### src/hdl/ptts_pkg.sv
// ----------------------------------------------------------------------------
// ptts_pkg
// Shared types and command codes for the periodic task tick scheduler.
// ----------------------------------------------------------------------------
package ptts_pkg;

    // command kinds
    localparam logic [2:0] KIND_TICK    = 3'd0;
    localparam logic [2:0] KIND_CREATE  = 3'd1;
    localparam logic [2:0] KIND_RESUME  = 3'd2;
    localparam logic [2:0] KIND_SUSPEND = 3'd3;
    localparam logic [2:0] KIND_DELETE  = 3'd4;

    // input word
    typedef struct packed {
        logic [2:0]  kind;
        logic [2:0]  slot;
        logic [15:0] period;
        logic [7:0]  delay_ticks;
    } cmd_t;

    // result word
    typedef struct packed {
        logic       fired;
        logic [2:0] run_slot;
        logic       last;
    } result_t;

    // flag update for one slot
    typedef struct packed {
        logic set_used;
        logic clr_used;
        logic set_susp;
        logic clr_susp;
    } flag_cmd_t;

endpackage

### src/hdl/ptts_alu.sv
// ----------------------------------------------------------------------------
// ptts_alu
// Shared countdown unit: fire test, decrement or reload from period.
// ----------------------------------------------------------------------------
module ptts_alu #(
    parameter int COUNT_BITS = 16
) (
    input  logic [COUNT_BITS-1:0] count,
    input  logic [COUNT_BITS-1:0] period,
    output logic                  fire,
    output logic [COUNT_BITS-1:0] next_count
);

    // zero countdown fires and reloads to period - 1, zero period acts as one
    always_comb
    begin
        fire = (count == '0);
        if (fire)
        begin
            next_count = (period == '0) ? '0 : period - COUNT_BITS'(1);
        end
        else
        begin
            next_count = count - COUNT_BITS'(1);
        end
    end

endmodule

### src/hdl/ptts_table.sv
// ----------------------------------------------------------------------------
// ptts_table
// Task slot table: flag registers plus a period/countdown memory with a
// registered read port.
// ----------------------------------------------------------------------------
module ptts_table #(
    parameter int TASK_SLOTS = 8,
    parameter int COUNT_BITS = 16,
    parameter int SLOT_BITS  = 3
) (
    input  logic                   clk,
    input  logic                   rst_n,
    input  ptts_pkg::flag_cmd_t    flag_cmd,
    input  logic [SLOT_BITS-1:0]   flag_addr,
    input  logic                   wr_en,
    input  logic [SLOT_BITS-1:0]   wr_addr,
    input  logic [COUNT_BITS-1:0]  wr_period,
    input  logic [COUNT_BITS-1:0]  wr_count,
    input  logic [SLOT_BITS-1:0]   rd_addr,
    output logic [COUNT_BITS-1:0]  rd_period,
    output logic [COUNT_BITS-1:0]  rd_count,
    output logic [TASK_SLOTS-1:0]  used,
    output logic [TASK_SLOTS-1:0]  suspended
);

    logic [TASK_SLOTS-1:0]   used_reg;
    logic [TASK_SLOTS-1:0]   susp_reg;
    logic [2*COUNT_BITS-1:0] mem [TASK_SLOTS];
    logic [2*COUNT_BITS-1:0] rd_data_reg;

    // occupied and suspended flags, cleared at reset
    always_ff @(posedge clk or negedge rst_n)
    begin
        if (!rst_n)
        begin
            used_reg <= '0;
            susp_reg <= '0;
        end
        else
        begin
            if (flag_cmd.set_used)
            begin
                used_reg[flag_addr] <= 1'b1;
            end
            else if (flag_cmd.clr_used)
            begin
                used_reg[flag_addr] <= 1'b0;
            end
            if (flag_cmd.set_susp)
            begin
                susp_reg[flag_addr] <= 1'b1;
            end
            else if (flag_cmd.clr_susp)
            begin
                susp_reg[flag_addr] <= 1'b0;
            end
        end
    end

    // period and countdown memory, one write and one registered read
    always_ff @(posedge clk)
    begin
        if (wr_en)
        begin
            mem[wr_addr] <= {wr_period, wr_count};
        end
        rd_data_reg <= mem[rd_addr];
    end

    assign rd_period = rd_data_reg[2*COUNT_BITS-1:COUNT_BITS];
    assign rd_count  = rd_data_reg[COUNT_BITS-1:0];
    assign used      = used_reg;
    assign suspended = susp_reg;

endmodule

### src/hdl/periodic_task_tick_scheduler.sv
// ----------------------------------------------------------------------------
// periodic_task_tick_scheduler
// Table of prioritized periodic task slots; each tick word scans the table
// and reports the tasks that are due.
// ----------------------------------------------------------------------------
// A create, resume, suspend or delete word is taken straight from idle and busy
// stays low. A tick word holds busy high while the table memory is read one
// slot per cycle and a single countdown unit updates each used, unsuspended
// slot as its data returns. Each due task produces one result word, in slot
// order, shown for exactly one cycle with result_valid; the receiver cannot
// stall, so it must take every word as it appears. The final word of a tick
// has last set, and a tick with no due task gives one word with fired clear.
// The final word appears in the cycle busy drops.
module periodic_task_tick_scheduler #(
    parameter int TASK_SLOTS = 8,
    parameter int COUNT_BITS = 16
) (
    input  logic               clk,
    input  logic               rst_n,
    input  logic               start,
    output logic               busy,
    input  ptts_pkg::cmd_t     cmd,
    output logic               result_valid,
    output ptts_pkg::result_t  result
);

    localparam int SLOT_BITS = (TASK_SLOTS > 1) ? $clog2(TASK_SLOTS) : 1;
    localparam int CNT_BITS  = $clog2(TASK_SLOTS + 1);
    localparam logic [32:0] CNT_MAX_W = (33'd1 << COUNT_BITS) - 33'd1;

    typedef enum logic [1:0] {
        ST_IDLE,
        ST_SCAN,
        ST_DONE
    } state_t;

    state_t                 state_reg, state_next;
    logic [CNT_BITS-1:0]    scan_reg, scan_next;
    logic [SLOT_BITS-1:0]   eval_idx_reg, eval_idx_next;
    logic                   pend_valid_reg, pend_valid_next;
    logic [2:0]             pend_slot_reg, pend_slot_next;
    logic                   result_valid_reg, result_valid_next;
    ptts_pkg::result_t      result_reg, result_next;

    ptts_pkg::flag_cmd_t    flag_cmd;
    logic [SLOT_BITS-1:0]   slot_idx;
    logic                   slot_ok;
    logic                   accept;
    logic                   wr_en;
    logic [SLOT_BITS-1:0]   wr_addr;
    logic [COUNT_BITS-1:0]  wr_period;
    logic [COUNT_BITS-1:0]  wr_count;
    logic [SLOT_BITS-1:0]   rd_addr;
    logic [COUNT_BITS-1:0]  rd_period;
    logic [COUNT_BITS-1:0]  rd_count;
    logic [TASK_SLOTS-1:0]  used;
    logic [TASK_SLOTS-1:0]  suspended;
    logic [COUNT_BITS-1:0]  period_sat;
    logic                   eval_active;
    logic                   live;
    logic                   fire;
    logic [COUNT_BITS-1:0]  next_count;

    assign accept   = start && (state_reg == ST_IDLE);
    assign slot_idx = SLOT_BITS'(cmd.slot);
    assign slot_ok  = (32'(cmd.slot) < 32'(TASK_SLOTS));

    // saturate the period to the countdown width
    assign period_sat = (33'(cmd.period) > CNT_MAX_W) ? '1 : COUNT_BITS'(cmd.period);

    // scan read address and the slot being evaluated
    assign rd_addr     = scan_reg[SLOT_BITS-1:0];
    assign eval_active = (state_reg == ST_SCAN) && (scan_reg != '0);
    assign live        = used[eval_idx_reg] && !suspended[eval_idx_reg];

    // command decode into flag updates
    always_comb
    begin
        flag_cmd = '0;
        if (accept && slot_ok)
        begin
            unique case (cmd.kind)
                ptts_pkg::KIND_CREATE:
                begin
                    flag_cmd.set_used = !used[slot_idx];
                    flag_cmd.clr_susp = !used[slot_idx];
                end
                ptts_pkg::KIND_RESUME:  flag_cmd.clr_susp = 1'b1;
                ptts_pkg::KIND_SUSPEND: flag_cmd.set_susp = 1'b1;
                ptts_pkg::KIND_DELETE:  flag_cmd.clr_used = 1'b1;
                default:                flag_cmd = '0;
            endcase
        end
    end

    // table write: create in idle, countdown update during scan
    always_comb
    begin
        if (state_reg == ST_SCAN)
        begin
            wr_en     = eval_active && live;
            wr_addr   = eval_idx_reg;
            wr_period = rd_period;
            wr_count  = next_count;
        end
        else
        begin
            wr_en     = accept && slot_ok && (cmd.kind == ptts_pkg::KIND_CREATE)
                        && !used[slot_idx];
            wr_addr   = slot_idx;
            wr_period = period_sat;
            wr_count  = COUNT_BITS'(cmd.delay_ticks);
        end
    end

    ptts_table #(
        .TASK_SLOTS (TASK_SLOTS),
        .COUNT_BITS (COUNT_BITS),
        .SLOT_BITS  (SLOT_BITS)
    ) u_table (
        .clk       (clk),
        .rst_n     (rst_n),
        .flag_cmd  (flag_cmd),
        .flag_addr (slot_idx),
        .wr_en     (wr_en),
        .wr_addr   (wr_addr),
        .wr_period (wr_period),
        .wr_count  (wr_count),
        .rd_addr   (rd_addr),
        .rd_period (rd_period),
        .rd_count  (rd_count),
        .used      (used),
        .suspended (suspended)
    );

    ptts_alu #(
        .COUNT_BITS (COUNT_BITS)
    ) u_alu (
        .count      (rd_count),
        .period     (rd_period),
        .fire       (fire),
        .next_count (next_count)
    );

    // sequencer; a due task is held back one find so last can be marked
    always_comb
    begin
        state_next        = state_reg;
        scan_next         = scan_reg;
        eval_idx_next     = eval_idx_reg;
        pend_valid_next   = pend_valid_reg;
        pend_slot_next    = pend_slot_reg;
        result_valid_next = 1'b0;
        result_next       = result_reg;
        unique case (state_reg)
            ST_IDLE:
            begin
                if (accept && (cmd.kind == ptts_pkg::KIND_TICK))
                begin
                    state_next      = ST_SCAN;
                    scan_next       = '0;
                    pend_valid_next = 1'b0;
                end
            end
            ST_SCAN:
            begin
                scan_next     = scan_reg + CNT_BITS'(1);
                eval_idx_next = rd_addr;
                if (eval_active && live && fire)
                begin
                    if (pend_valid_reg)
                    begin
                        result_valid_next    = 1'b1;
                        result_next.fired    = 1'b1;
                        result_next.run_slot = pend_slot_reg;
                        result_next.last     = 1'b0;
                    end
                    pend_valid_next = 1'b1;
                    pend_slot_next  = 3'(eval_idx_reg);
                end
                if (scan_reg == CNT_BITS'(TASK_SLOTS))
                begin
                    state_next = ST_DONE;
                end
            end
            ST_DONE:
            begin
                result_valid_next    = 1'b1;
                result_next.fired    = pend_valid_reg;
                result_next.run_slot = pend_valid_reg ? pend_slot_reg : 3'd0;
                result_next.last     = 1'b1;
                state_next           = ST_IDLE;
            end
            default:
            begin
                state_next = ST_IDLE;
            end
        endcase
    end

    // state and registered outputs
    always_ff @(posedge clk or negedge rst_n)
    begin
        if (!rst_n)
        begin
            state_reg        <= ST_IDLE;
            scan_reg         <= '0;
            pend_valid_reg   <= 1'b0;
            result_valid_reg <= 1'b0;
        end
        else
        begin
            state_reg        <= state_next;
            scan_reg         <= scan_next;
            pend_valid_reg   <= pend_valid_next;
            result_valid_reg <= result_valid_next;
        end
    end

    // payload registers
    always_ff @(posedge clk)
    begin
        eval_idx_reg  <= eval_idx_next;
        pend_slot_reg <= pend_slot_next;
        result_reg    <= result_next;
    end

    assign busy         = (state_reg != ST_IDLE);
    assign result_valid = result_valid_reg;
    assign result       = result_reg;

endmodule

### config.mk
export PLATFORM = sky130hd
export DESIGN_NAME = periodic_task_tick_scheduler
export DESIGN_NICKNAME = d
export VERILOG_FILES = /design/src/hdl/ptts_pkg.sv /design/src/hdl/ptts_alu.sv /design/src/hdl/ptts_table.sv /design/src/hdl/periodic_task_tick_scheduler.sv
export SDC_FILE = /design/constraint.sdc
export NUM_CORES = 1
export LEC_CHECK = 0
export ABC_AREA = 1
export BUFFER_PORTS_ARGS = -buffer_cell sky130_fd_sc_hd__buf_2
export CAP_MARGIN = 20
export CORE_ASPECT_RATIO = 0.9
export CORE_MARGIN = 3
export CORE_UTILIZATION = 61
export CTS_BUF_LIST = sky130_fd_sc_hd__clkbuf_4 sky130_fd_sc_hd__clkbuf_8
export DETAILED_ROUTE_END_ITERATION = 16
export HOLD_SLACK_MARGIN = 0.1
export PLACE_DENSITY = 0.75
export SLEW_MARGIN = 20
export SYNTH_ARGS = -nofsm -noshare
export SYNTH_HDL_FRONTEND = slang
export SYNTH_SLANG_ARGS = --single-unit
### constraint.sdc
create_clock -name clk -period 4.6 [get_ports clk]
set_input_delay 0.69 -clock clk [delete_from_list [all_inputs] [get_ports clk]]
set_output_delay 0.69 -clock clk [all_outputs]
set_load 0.01 [all_outputs]
* After elaboration in Yosys (flattened, before gate mapping) *
Memory sizes are Yosys's and may differ from the RTL's. A register that Yosys moved wholly into a read port is not among the register bits.
Cells that the tools add are included.

word-level totals
  output and inout port bits = 7
  input bits = 33
  logic and storage cells = 100
  bits in writable memories = 256
  memories = 1
  register bits = 35
  memory bits (read-only) = 0
  bits in latches = 0

operators by class
  shifts and indexed selects = 0
  add/subtract/negate cells = 3
  reductions and logical operators = 26
  divide/modulo/power cells = 0
  muxes and demuxes = 40
  eq/ne operators = 11
  $mul = 0
  bitwise operators = 5
  magnitude comparators = 3

memories
  name         depth  bits a word  read ports  clocked after Yosys merged registers in  write ports  RTL line          text
  u_table.mem  8      32           1           1                                        1            ptts_table.sv:28  logic [2*COUNT_BITS-1:0] mem [TASK_SLOTS];

operator list
  cell                   count
  $mux 16                4
  $logic_not 16->1       2
  $mux 8                 4
  $sub 16x1->16 const B  2
  $and 8x8->8            2
  $or 8x8->8             2
  $mux 1                 14
  $mux 5                 2
  $pmux 5 s2             1
  $reduce_bool 2->1      5
  $bmux 1 s3             3
  $logic_and 1x1->1      9
  $lt 3x4->1 const B     2
  $mux 4                 2
  $not 8->8              1
  $pmux 4 s2             1
  $eq 3x2->1 const B     2
  $mux 3                 2
  $ne 2x1->1 const B     3
  $pmux 1 s2             3
  $reduce_and 2->1       3
  $reduce_and 3->1       2
  $add 4x1->4 const B    1
  $eq 4x4->1 const B     1
  13 further kinds       15

* Longest topological paths before layout *
Gate-level depths: netlist of the first run.

  depth in word-level cells = 8
  mapped depth = 12
  gate-level depth less buffers = 11

* Modules after synthesis *
From an unflattened synthesis of the first run, not the netlist that was laid out.

unflattened totals
  cells, all modules = 1,681
  area total of the unflattened synthesis = 15,160.8 sq um

modules (own cells, without submodules)
  module                        area each (sq um)  times used  sequential area each (sq um)  cells each
  ptts_table                    12,504.5           1           8,728.4                       1,220
  periodic_task_tick_scheduler  1,492.7            1           530.5                         229
  ptts_alu                      1,163.6            1           0.0                           232

* Worst setup path after synthesis of the first run *
OpenSTA, ideal clock, no wires.

  kind = flip-flop to flip-flop
  start = register scan_reg[0]
  end = memory u_table.mem[0][0] (netlist name) (enable)
  buffers on the path = 3
  arrival = 3.036 ns
  stages on the path, launching flop included = 13
  data required time = 4.179 ns
  slack = 1.143 ns
  library setup time = 0.421 ns
  clock period less this slack = 3.457 ns
  cells stage by stage = dfrtp_1 > buf_4 > inv_4 > buf_6 > clkbuf_1 > ha_1 > nand2_1 > o21ai_0 > a21oi_1 > nand2_1 > o21ai_4 > nand2_2 > nor2_1

between the ends
  cells in the longest elaborated chain, start to end = 6

ends and longest elaborated chain
  element                       RTL line                             text
  start: declaration            periodic_task_tick_scheduler.sv:38   logic [CNT_BITS-1:0] scan_reg, scan_next;
  start signal: assignment      periodic_task_tick_scheduler.sv:214  scan_reg <= scan_next;
  $reduce_bool 4->1             periodic_task_tick_scheduler.sv:73   assign eval_active = (state_reg == ST_SCAN) && (scan_reg != '0);
  $logic_and 1x1->1             periodic_task_tick_scheduler.sv:73
  $logic_and 1x1->1             periodic_task_tick_scheduler.sv:101  wr_en = eval_active && live;
  $mux 1                        periodic_task_tick_scheduler.sv:99   if (state_reg == ST_SCAN)
  $mux 1                        ptts_table.sv:63                     if (wr_en)
  $mux 1 (not written as such)  ptts_table.sv:65                     mem[wr_addr] <= {wr_period, wr_count};
  end: declaration              ptts_table.sv:28

Every way passes these cells.

* Worst setup path after layout of the first run *
  start = register state_reg[1]
  end = memory u_table.mem[1][24] (netlist name), data pin

between the ends
  cells in the longest elaborated chain, start to end = 2

ends and longest elaborated chain
  element                         RTL line                             text
  start: declaration              periodic_task_tick_scheduler.sv:37   state_t state_reg, state_next;
  start signal: assignment        periodic_task_tick_scheduler.sv:213  state_reg <= state_next;
  $eq 2x1->1                      periodic_task_tick_scheduler.sv:99
  $mux 16                         periodic_task_tick_scheduler.sv:99
  named net u_table.wr_period[8]  ptts_table.sv:17                     input logic [COUNT_BITS-1:0] wr_period,

The timed path passes the listed nets, and every way through them passes these cells.

==> flow_summary.yaml, run 1 <==
finish:
  post-route-util: 0.693
  fill_cells: 1647
  antenna_cells: 0
  largest_reg_flops: 256
  area_growth_pct: 11.0
  nNetsFinal: 1354
  drive_gt1_frac: 0.134
drt:
  viasPerCell: 5.73
  drt_pass1_iterations: 5
  ant_nets: 0
  drc: 0
  wl_per_cell_um: 18.7
  vias: 9411
  wirelength_um: 30800
  dr.first_iter.drc_count: 813
clock_network:
  ctsHoldBuffers: 0
  worstSkewPairLatency_ns: 0.57
  cts_tree: "yes"
  numCtsBuffers: 49
  htreeDepth: 2
  path_clk_slew_ns: 0.06
  post_cts_resized: 0
  clock_sinks: 323
  post_cts_buffers: 0
  ctsLongestPathBuffers: 3
  clockRootBuffer: "clkbuf_8"
critical_path:
  crit_path_max_fanout: 26
  crit_required_ns: 4.82
  worstSetupPathType: "flop to flop"
  worstSetupEndpointType: "flop"
  rr_startpoint: "state_reg[1]"
  cp-startpoint: "state_reg[1]"
  start_kind: "flop"
  crit_arrival_ns: 3.49
logic_synthesis:
  syn_avg_cell_area_um2: 10.8
  synthXorXnorAreaFrac: 0.00899
  synthAdderAreaFrac: 0.00826
  synthSimpleGateAreaFrac: 0.152
  ys_ff_latch: 323
  seq_area_frac_synth: 0.679
  synthCells: 1262
  synth_top_family_by_area: "simple AND/OR/NAND/NOR gates"
  yosysWarnings: 0
  synth_nets: 1304
  synthMuxAreaShare: 0
  synth-edff-count: 267
  synth_top_area_frac: 0.588
  synth_top_flop_cell: "edfxtp_1"
  synthesis.area_um2: 13600
  synth_top_area_cell: "edfxtp_1"
  synth.area.top_cells: "edfxtp_1 (59%), nor2_1 (8.0%), o21ai_0 (6.6%)"
  ys_types: 39
  async_reset_ff_frac: 0.0743
  synth_compound_area_frac: 0.110
timing:
  min_period_ns: 3.27
  period_share: 0.710
  max_freq_mhz: 306
  finalSetupViolCount: 0
  worstMarginPinSlew_ns: 1.04
  slew_headroom: 0.303
  finalHoldViolCount: 0
  rsz0062_at_grt: "no"
  timing.final.max_slew_violations: 0
  tns_ns: 0
  clock_skew_ns: 0.0236
floorplan:
  rows: 51
  coreArea_um2: 21800
  start_util: 0.625
  die_w_um: 164
  io_pins: 40
  die_area_um2: 24200
  die_y_um: 148
placed_design:
  portBuffers: 39
  gp_congestion: 0.908
  post-dp-hpwl_um: 18300
global_routing:
  grt_busiest_layer: "met2"
  antenna_found_initial: 0
  grt_max_degree: 88
  grt_pass1_vias: 9047
  grt_use_met1: 0.384
  grtUsageTotal: 0.260
  met3_usage: 0.0468
  grt_overflow: 0
  grt_first_pass_wirelength_um: 48700
  grt_use_met2: 0.399
pwr:
  leakage_nw: 5.50
  vdd_drop_max_uv: 424
  powerDensity_nw_per_um2: 660
run_status:
  outcome: "completed"
worst_hold_path:
  hold_class: "input pin to asynchronous set/reset pin"
run:
  drv_cap: 0
[critical path: stages (launching register included)]
cell	delay (ns)
dfrtp_1	0.39
inv_1	0.11
ha_1	0.42
clkinv_1	0.79
buf_4	0.43
o21ai_0	0.79
[cells in the final DEF (no fill, tap or decap), drive strengths merged, types with 37 or more instances in the layout]
master,n
nand2,147
buf,58
o21ai,187
inv,74
nor2,297
edfxtp,267
clkbuf,79
nand3,37
[worst paths after layout]
path                                      end  slack [ns]  cells after the start
setup / recovery           u_table.mem[1][24]        1.33                      5
hold / removal                   state_reg[1]        0.12                      1
setup reg to reg           u_table.mem[1][24]        1.33                      5
hold reg to reg                          flop        0.49                      2
max in group asynchronous         scan_reg[0]        4.04                      1
min in group clk                         flop        0.49                      2
[cells in the mapped netlist (3+ instances only)]
master and instances:
nor2_1 291, edfxtp_1 267, o21ai_0 181, nand2_1 139
inv_1 69, nand3_1 34, a31oi_1 32, dfxtp_1 32
o22ai_1 32, clkbuf_1 30, dfrtp_1 24, a21oi_1 21
buf_2 17, nor3_1 12, xor2_1 11, ha_1 9
nand2_2 8, nor2_2 6, nand4_1 5, buf_4 4
nand3b_1 4, o21ai_1 4, a21boi_0 3, buf_6 3
clkbuf_2 3, xnor2_1 3
[per-layer routing]
layer | wire length (µm) | vias up
li1 | - | 4491
met1 | 13300 | 4459
met2 | 14200 | 411
met3 | 2710 | 50
met4 | 577 | 0
met5 | 0 | -
[metrics by stage]
step / setup WS [ns] / std cells / power [mW] / area, µm² / hold WS [ns]
detailed placement: 1.33 / 1552 / 7.65 / 14100 / 0.475
CTS: 1.35 / 1643 / 9.98 / 15100 / 0.119
finish: 1.33 / 1643 / 9.98 / 15100 / 0.122
global placement: 1.47 / 1552 / 7.56 / 14100 / 0.467
floorplan: 1.14 / 1262 / 6.61 / 13600 / 0.394
global route: 1.10 / 1643 / 10.6 / 15100 / 0.152
[where the power goes]
group          switching (mW)  internal (mW)  total, mW
sequential              0.247           4.09       4.34
clock                    1.05           1.29       2.35
combinational            2.42          0.879       3.30
total                    3.72           6.26       9.98
[cell type report]
type / count / area (µm²) / share of cell area
flip-flops and latches: 323 / 9260 / 0.612
multi-input cells: 806 / 3870 / 0.256
clock buffers: 79 / 937 / 0.0619
well taps: 291 / 364 / 0.0241
repair buffers: 58 / 350 / 0.0232
inverters: 74 / 285 / 0.0189
clock inverters: 12 / 61.3 / 0.00405
[kinds of logic after synthesis]
kind of cell,Yosys count
DFF,323
adders and majority gates,9
AOI/OAI and AO/OA,277
xor gates and xnor gates,14
buffers and inverters,133
and+or+nand+nor,506
Note: power is estimated with default switching activity, not from simulation.
==> run 2: changes to the inputs <==
- CORE_UTILIZATION: 61 -> 58
- clock period: 4.6 -> 2.74 ns (I/O delays scaled with it)
==> run 2 against run 1 <==
Register-to-register slack worse by 1.1 ns. First-iteration DRC count up 11%. Critical path type unchanged. Non-clock buffer count grew 16. Sequential power rose by 67%. Hold slack improved by 0.15 ns. Via count increased by 1.7%. Critical path depth rose by 4. Die area up 5.0%. Clock skew up 0.0079 ns. Final area rose by 1.8%. Utilization shrank 1.7 points.
==> flow_summary.yaml, run 2 (same netlist as run 1, synthesis figures left out) <==
clock_network:
  post_cts_buffers: 0
  worstSkewPairLatency_ns: 0.58
  clock_sinks: 323
  htreeDepth: 2
  clockRootBuffer: "clkbuf_8"
  ctsLongestPathBuffers: 3
  cts_tree: "yes"
  numCtsBuffers: 50
  path_clk_slew_ns: 0.06
worst_hold_path:
  hold_class: "input pin to flop"
pwr:
  p_comb_frac: 0.337
  p_sw_mw: 6.31
  powerDensity_nw_per_um2: 1110
  power_frac_clock: 0.238
  seqPwrFrac: 0.425
  p_int_mw: 10.7
  swShare: 0.371
  vdd_drop_max_uv: 1690
  leakage_nw: 5.62
critical_path:
  crit_buf_inv: 2
  start_kind: "flop"
  cp_slowest_stage_delay_ns: 0.39
  cpMostUsedCell: "nand2_2"
  crit_arrival_ns: 2.76
  reg2reg_depth: 9
  worstSetupPathType: "flop to flop"
  setup.worst_path.end: "u_table.mem[7][14]"
  rr_endpoint: "u_table.mem[7][14]"
  crit_required_ns: 2.98
  cp_num_cells: 9
  crit_chain: "inv_1, ha_1, nand2_2, nor4_2, nand3_4, o21ai_4, nand2_2, nor2_4, buf_4"
  crit_path_max_fanout: 15
  crit_family: "simple AND/OR/NAND/NOR gates"
  rr_startpoint: "state_reg[0]"
  cp-startpoint: "state_reg[0]"
  reg2reg_slack_ns: 0.22
  worstSetupEndpointType: "flop"
  slowest_stage: "dfrtp_1"
finish:
  layout.cells.most_common: "nor2_1"
  area_growth_pct: 13.0
  final_cell_mix: "nor2_1 (283), edfxtp_1 (267), o21ai_0 (180), nand2_1 (139), inv_1 (67)"
  largest_reg_flops: 256
  nNetsFinal: 1371
  fin_cells: 1667
  fin_area_um2: 15400
  multi_input_area_um2: 3870
  seq_area_um2: 9260
  fill_cells: 1715
  antenna_cells: 0
  drive_gt1_frac: 0.146
timing:
  period_share: 0.920
  finalHoldViolCount: 0
  timing.final.max_slew_violations: 0
  finalSetupViolCount: 0
  slew_headroom: 0.430
  rsz0062_at_grt: "no"
  worstMarginPinSlew_ns: 0.846
  clock_skew_ns: 0.0315
  min_period_ns: 2.52
  layout_setup_ws_ns: 0.220
  max_freq_mhz: 397
placed_design:
  post-dp-hpwl_um: 18800
  gp_congestion: 0.887
  placed_area_um2: 14400
  dp.cells: 1573
  pre_cts_slack_ns: 0.225
  portBuffers: 39
drt:
  dr.first_iter.drc_count: 900
  viasPerCell: 5.74
  drt_pass1_iterations: 5
  wl_per_cell_um: 18.7
  ant_nets: 0
  wirelength_um: 31100
  vias: 9573
  drc: 0
floorplan:
  start_util: 0.599
  coreArea_um2: 22800
  die_y_um: 151
  die_area_um2: 25400
  io_pins: 40
  die_w_um: 168
  rows: 52
global_routing:
  grt_overflow: 0
  antenna_found_initial: 0
  grt_max_degree: 131
  grtUsageTotal: 0.248
  grt_first_pass_wirelength_um: 49400
  grt_pass1_vias: 9310
run:
  drv_cap: 0
run_status:
  outcome: "completed"
==> run 2: how the worst min path moves through the flow <==
stage | end | depth (start not counted) | slack [ns] | startpoint
floorplan | asynchronous set/reset pin | 0 | 0.12 | rst_n
global placement | result_valid | 1 | 0.43 | rst_n
detailed placement | result_valid | 1 | 0.45 | rst_n
CTS | flop | 4 | 0.25 | cmd[26]
global route | flop | 4 | 0.27 | cmd[26]
finish | flop | 4 | 0.27 | cmd[26]
==> run 2: power groups by stage <==
stage	registers, mW	logic [mW]	clock network [mW]
floorplan	7.21	3.90	0
global placement	7.31	5.54	0
detailed placement	7.32	5.69	0
CTS	7.23	5.71	4.10
global route	7.31	6.41	4.36
finish	7.24	5.74	4.05
==> run 2: what timing repair did <==
action	4_1_cts	5_1_grt
resized for setup	0	1
setup endpoints to repair	0	8
hold buffers	1	0
endpoints found under the hold margin	24	0
==> run 2: routing by layer <==
metal	wire, µm	GRT usage	up-vias
met5	0	0	-
met4	520	0.0663	0
met2	14600	0.401	378
met1	13100	0.343	4617
met3	2840	0.0608	55
li1	-	-	4523
==> run 2: worst min-delay path, stage by stage <==
cell	delay, ns
buf_2	0.14
nor3_1	0.08
inv_1	0.08
o21ai_1	0.07
==> run 2: layout make-up <==
| class | instances | share of cell area |
|---|---|---|
| Timing Repair Buffer | 74 | 0.0380 |
| Clock buffer | 81 | 0.0626 |
| Inverter | 74 | 0.0184 |
| Clock inverter | 12 | 0.00439 |
| Tap cell | 297 | 0.0241 |
| Multi-Input combinational cell | 806 | 0.251 |
| Sequential cell | 323 | 0.601 |
==> run 2: metrics by stage <==
step	power (mW)	hold slack, ns	TNS (ns)	util
global route	18.1	0.271	0	0.676
CTS	17.0	0.247	0	0.676
detailed placement	13.0	0.449	0	0.631
global placement	12.8	0.431	0	0.631
floorplan	11.1	0.115	-51.08	-
finish	17.0	0.270	0	0.676
==> run 3: changes to the inputs <==
- PLACE_DENSITY: 0.75 -> 0.87
==> run 3 against run 2 <==
Flip-flop and latch count unchanged. Critical path depth down 1. Utilization decreased by 0.12 points. Combinational power up 2%. Routed wire length increased by 2.3%. Worst setup slack lost 0.065 ns. First-iteration DRC count grew 32%. Critical path type unchanged.
==> flow_summary.yaml, run 3 (same netlist as run 1, synthesis figures left out) <==
run_status:
  outcome: "completed"
floorplan:
  die_y_um: 151
  start_util: 0.599
  rows: 52
  io_pins: 40
  die_w_um: 168
  die_area_um2: 25400
  coreArea_um2: 22800
clock_network:
  htreeDepth: 2
  clockRootBuffer: "clkbuf_8"
  clock_sinks: 323
  numCtsBuffers: 48
  ctsHoldBuffers: 1
  worstSkewPairLatency_ns: 0.57
  post_cts_resized: 0
  ctsLongestPathBuffers: 3
  post_cts_buffers: 0
  cts_tree: "yes"
  path_clk_slew_ns: 0.06
drt:
  drt_pass1_iterations: 5
  drc: 0
  ant_nets: 0
  dr.first_iter.drc_count: 1187
  wl_per_cell_um: 19.2
  viasPerCell: 5.90
  wirelength_um: 31900
  vias: 9817
global_routing:
  grtUsageTotal: 0.253
  grt_max_degree: 132
  grt_pass1_vias: 9542
  antenna_found_initial: 0
  grt_first_pass_wirelength_um: 50400
  grt_overflow: 0
critical_path:
  start_kind: "flop"
  reg2reg_depth: 8
  reg2reg_slack_ns: 0.15
  worstSetupPathType: "flop to flop"
  crit_path_max_fanout: 10
  worstSetupEndpointType: "flop"
  cpMostUsedCell: "inv_1"
  cp-startpoint: "state_reg[1]"
  crit_buf_inv: 3
  cp_num_cells: 8
  rr_startpoint: "state_reg[1]"
  slowest_stage: "o21ai_0"
  crit_family: "compound AO/OA/AOI/OAI gates"
  cp_slowest_stage_delay_ns: 0.55
  crit_arrival_ns: 2.84
  crit_required_ns: 3.00
  crit_chain: "inv_1, ha_1, o21ai_0, inv_1, nor2_1, nand2_2, nor2_4, buf_4"
worst_hold_path:
  hold_depth: 4
  hold_class: "input pin to flop"
  hold_path_startpoint: "cmd[26]"
timing:
  min_period_ns: 2.59
  finalSetupViolCount: 0
  slew_headroom: 0.370
  clock_skew_ns: 0.0154
  max_freq_mhz: 387
  rsz0062_at_grt: "no"
  worstMarginPinSlew_ns: 0.935
  timing.final.max_slew_violations: 0
  period_share: 0.944
  finalHoldViolCount: 0
  tns_ns: 0
finish:
  fin_cells: 1663
  drive_gt1_frac: 0.141
  final_cell_mix: "nor2_1 (283), edfxtp_1 (267), o21ai_0 (181), nand2_1 (139), inv_1 (67)"
  area_growth_pct: 12.8
  layout.cells.most_common: "nor2_1"
  nNetsFinal: 1370
  post-route-util: 0.675
  antenna_cells: 0
  fin_area_um2: 15400
  largest_reg_flops: 256
pwr:
  finalPower_mw: 17.1
  leakage_nw: 5.60
  powerDensity_nw_per_um2: 1110
  vdd_drop_max_uv: 1570
placed_design:
  gp_congestion: 0.919
  post-dp-hpwl_um: 19100
  placed_area_um2: 14400
  portBuffers: 39
  dp.cells: 1574
run:
  drv_cap: 0
[run 3: where the power goes]
group / switching, mW / internal, mW / leakage (nW) / total, mW
clock: 1.77 / 2.18 / 0.528 / 3.95
combinational: 4.18 / 1.66 / 2.07 / 5.84
sequential: 0.421 / 6.85 / 3.00 / 7.27
[run 3: cell type report]
type / instances / area [µm²]
fillers: 1607 / 7400
well taps: 297 / 372
repair buffers: 75 / 606
multi-input cells: 806 / 3870
clock inverters: 13 / 83.8
clock buffers: 75 / 901
flip-flops and latches: 323 / 9260
inverters: 74 / 283
[run 3: per-layer routing]
layer | vias up | global-route usage | part of all wire
li1 | 4528 | - | -
met1 | 4634 | 0.347 | 0.40
met2 | 576 | 0.417 | 0.48
met3 | 79 | 0.0446 | 0.10
met4 | 0 | 0.0863 | 0.026
met5 | - | 0 | 0
[run 3: through the flow]
step	hold WS (ns)	worst slack [ns]
finish	0.269	0.155
global route	0.292	0.00963
floorplan	0.115	-0.200
global placement	0.428	0.353
detailed placement	0.432	0.245
CTS	0.248	0.203
[run 3: final timing paths]
| kind | end |
|---|---|
| hold / removal | flop |
| hold reg to reg | flop |
| max in group asynchronous | scan_reg[0] |
| min in group asynchronous | asynchronous set/reset pin |
| setup reg to reg | u_table.mem[5][16] |
| setup / recovery | u_table.mem[5][16] |
[run 3: worst register-to-register path, delay by kind of cell, from the launching register on]
family	cells	cell delay, ns
AO/OA/AOI/OAI	1	0.55
adder cells (fa/ha/maj)	1	0.31
buffers and inverters	3	0.52
flip-flops	1	0.37
AND/OR/NAND/NOR	3	0.53
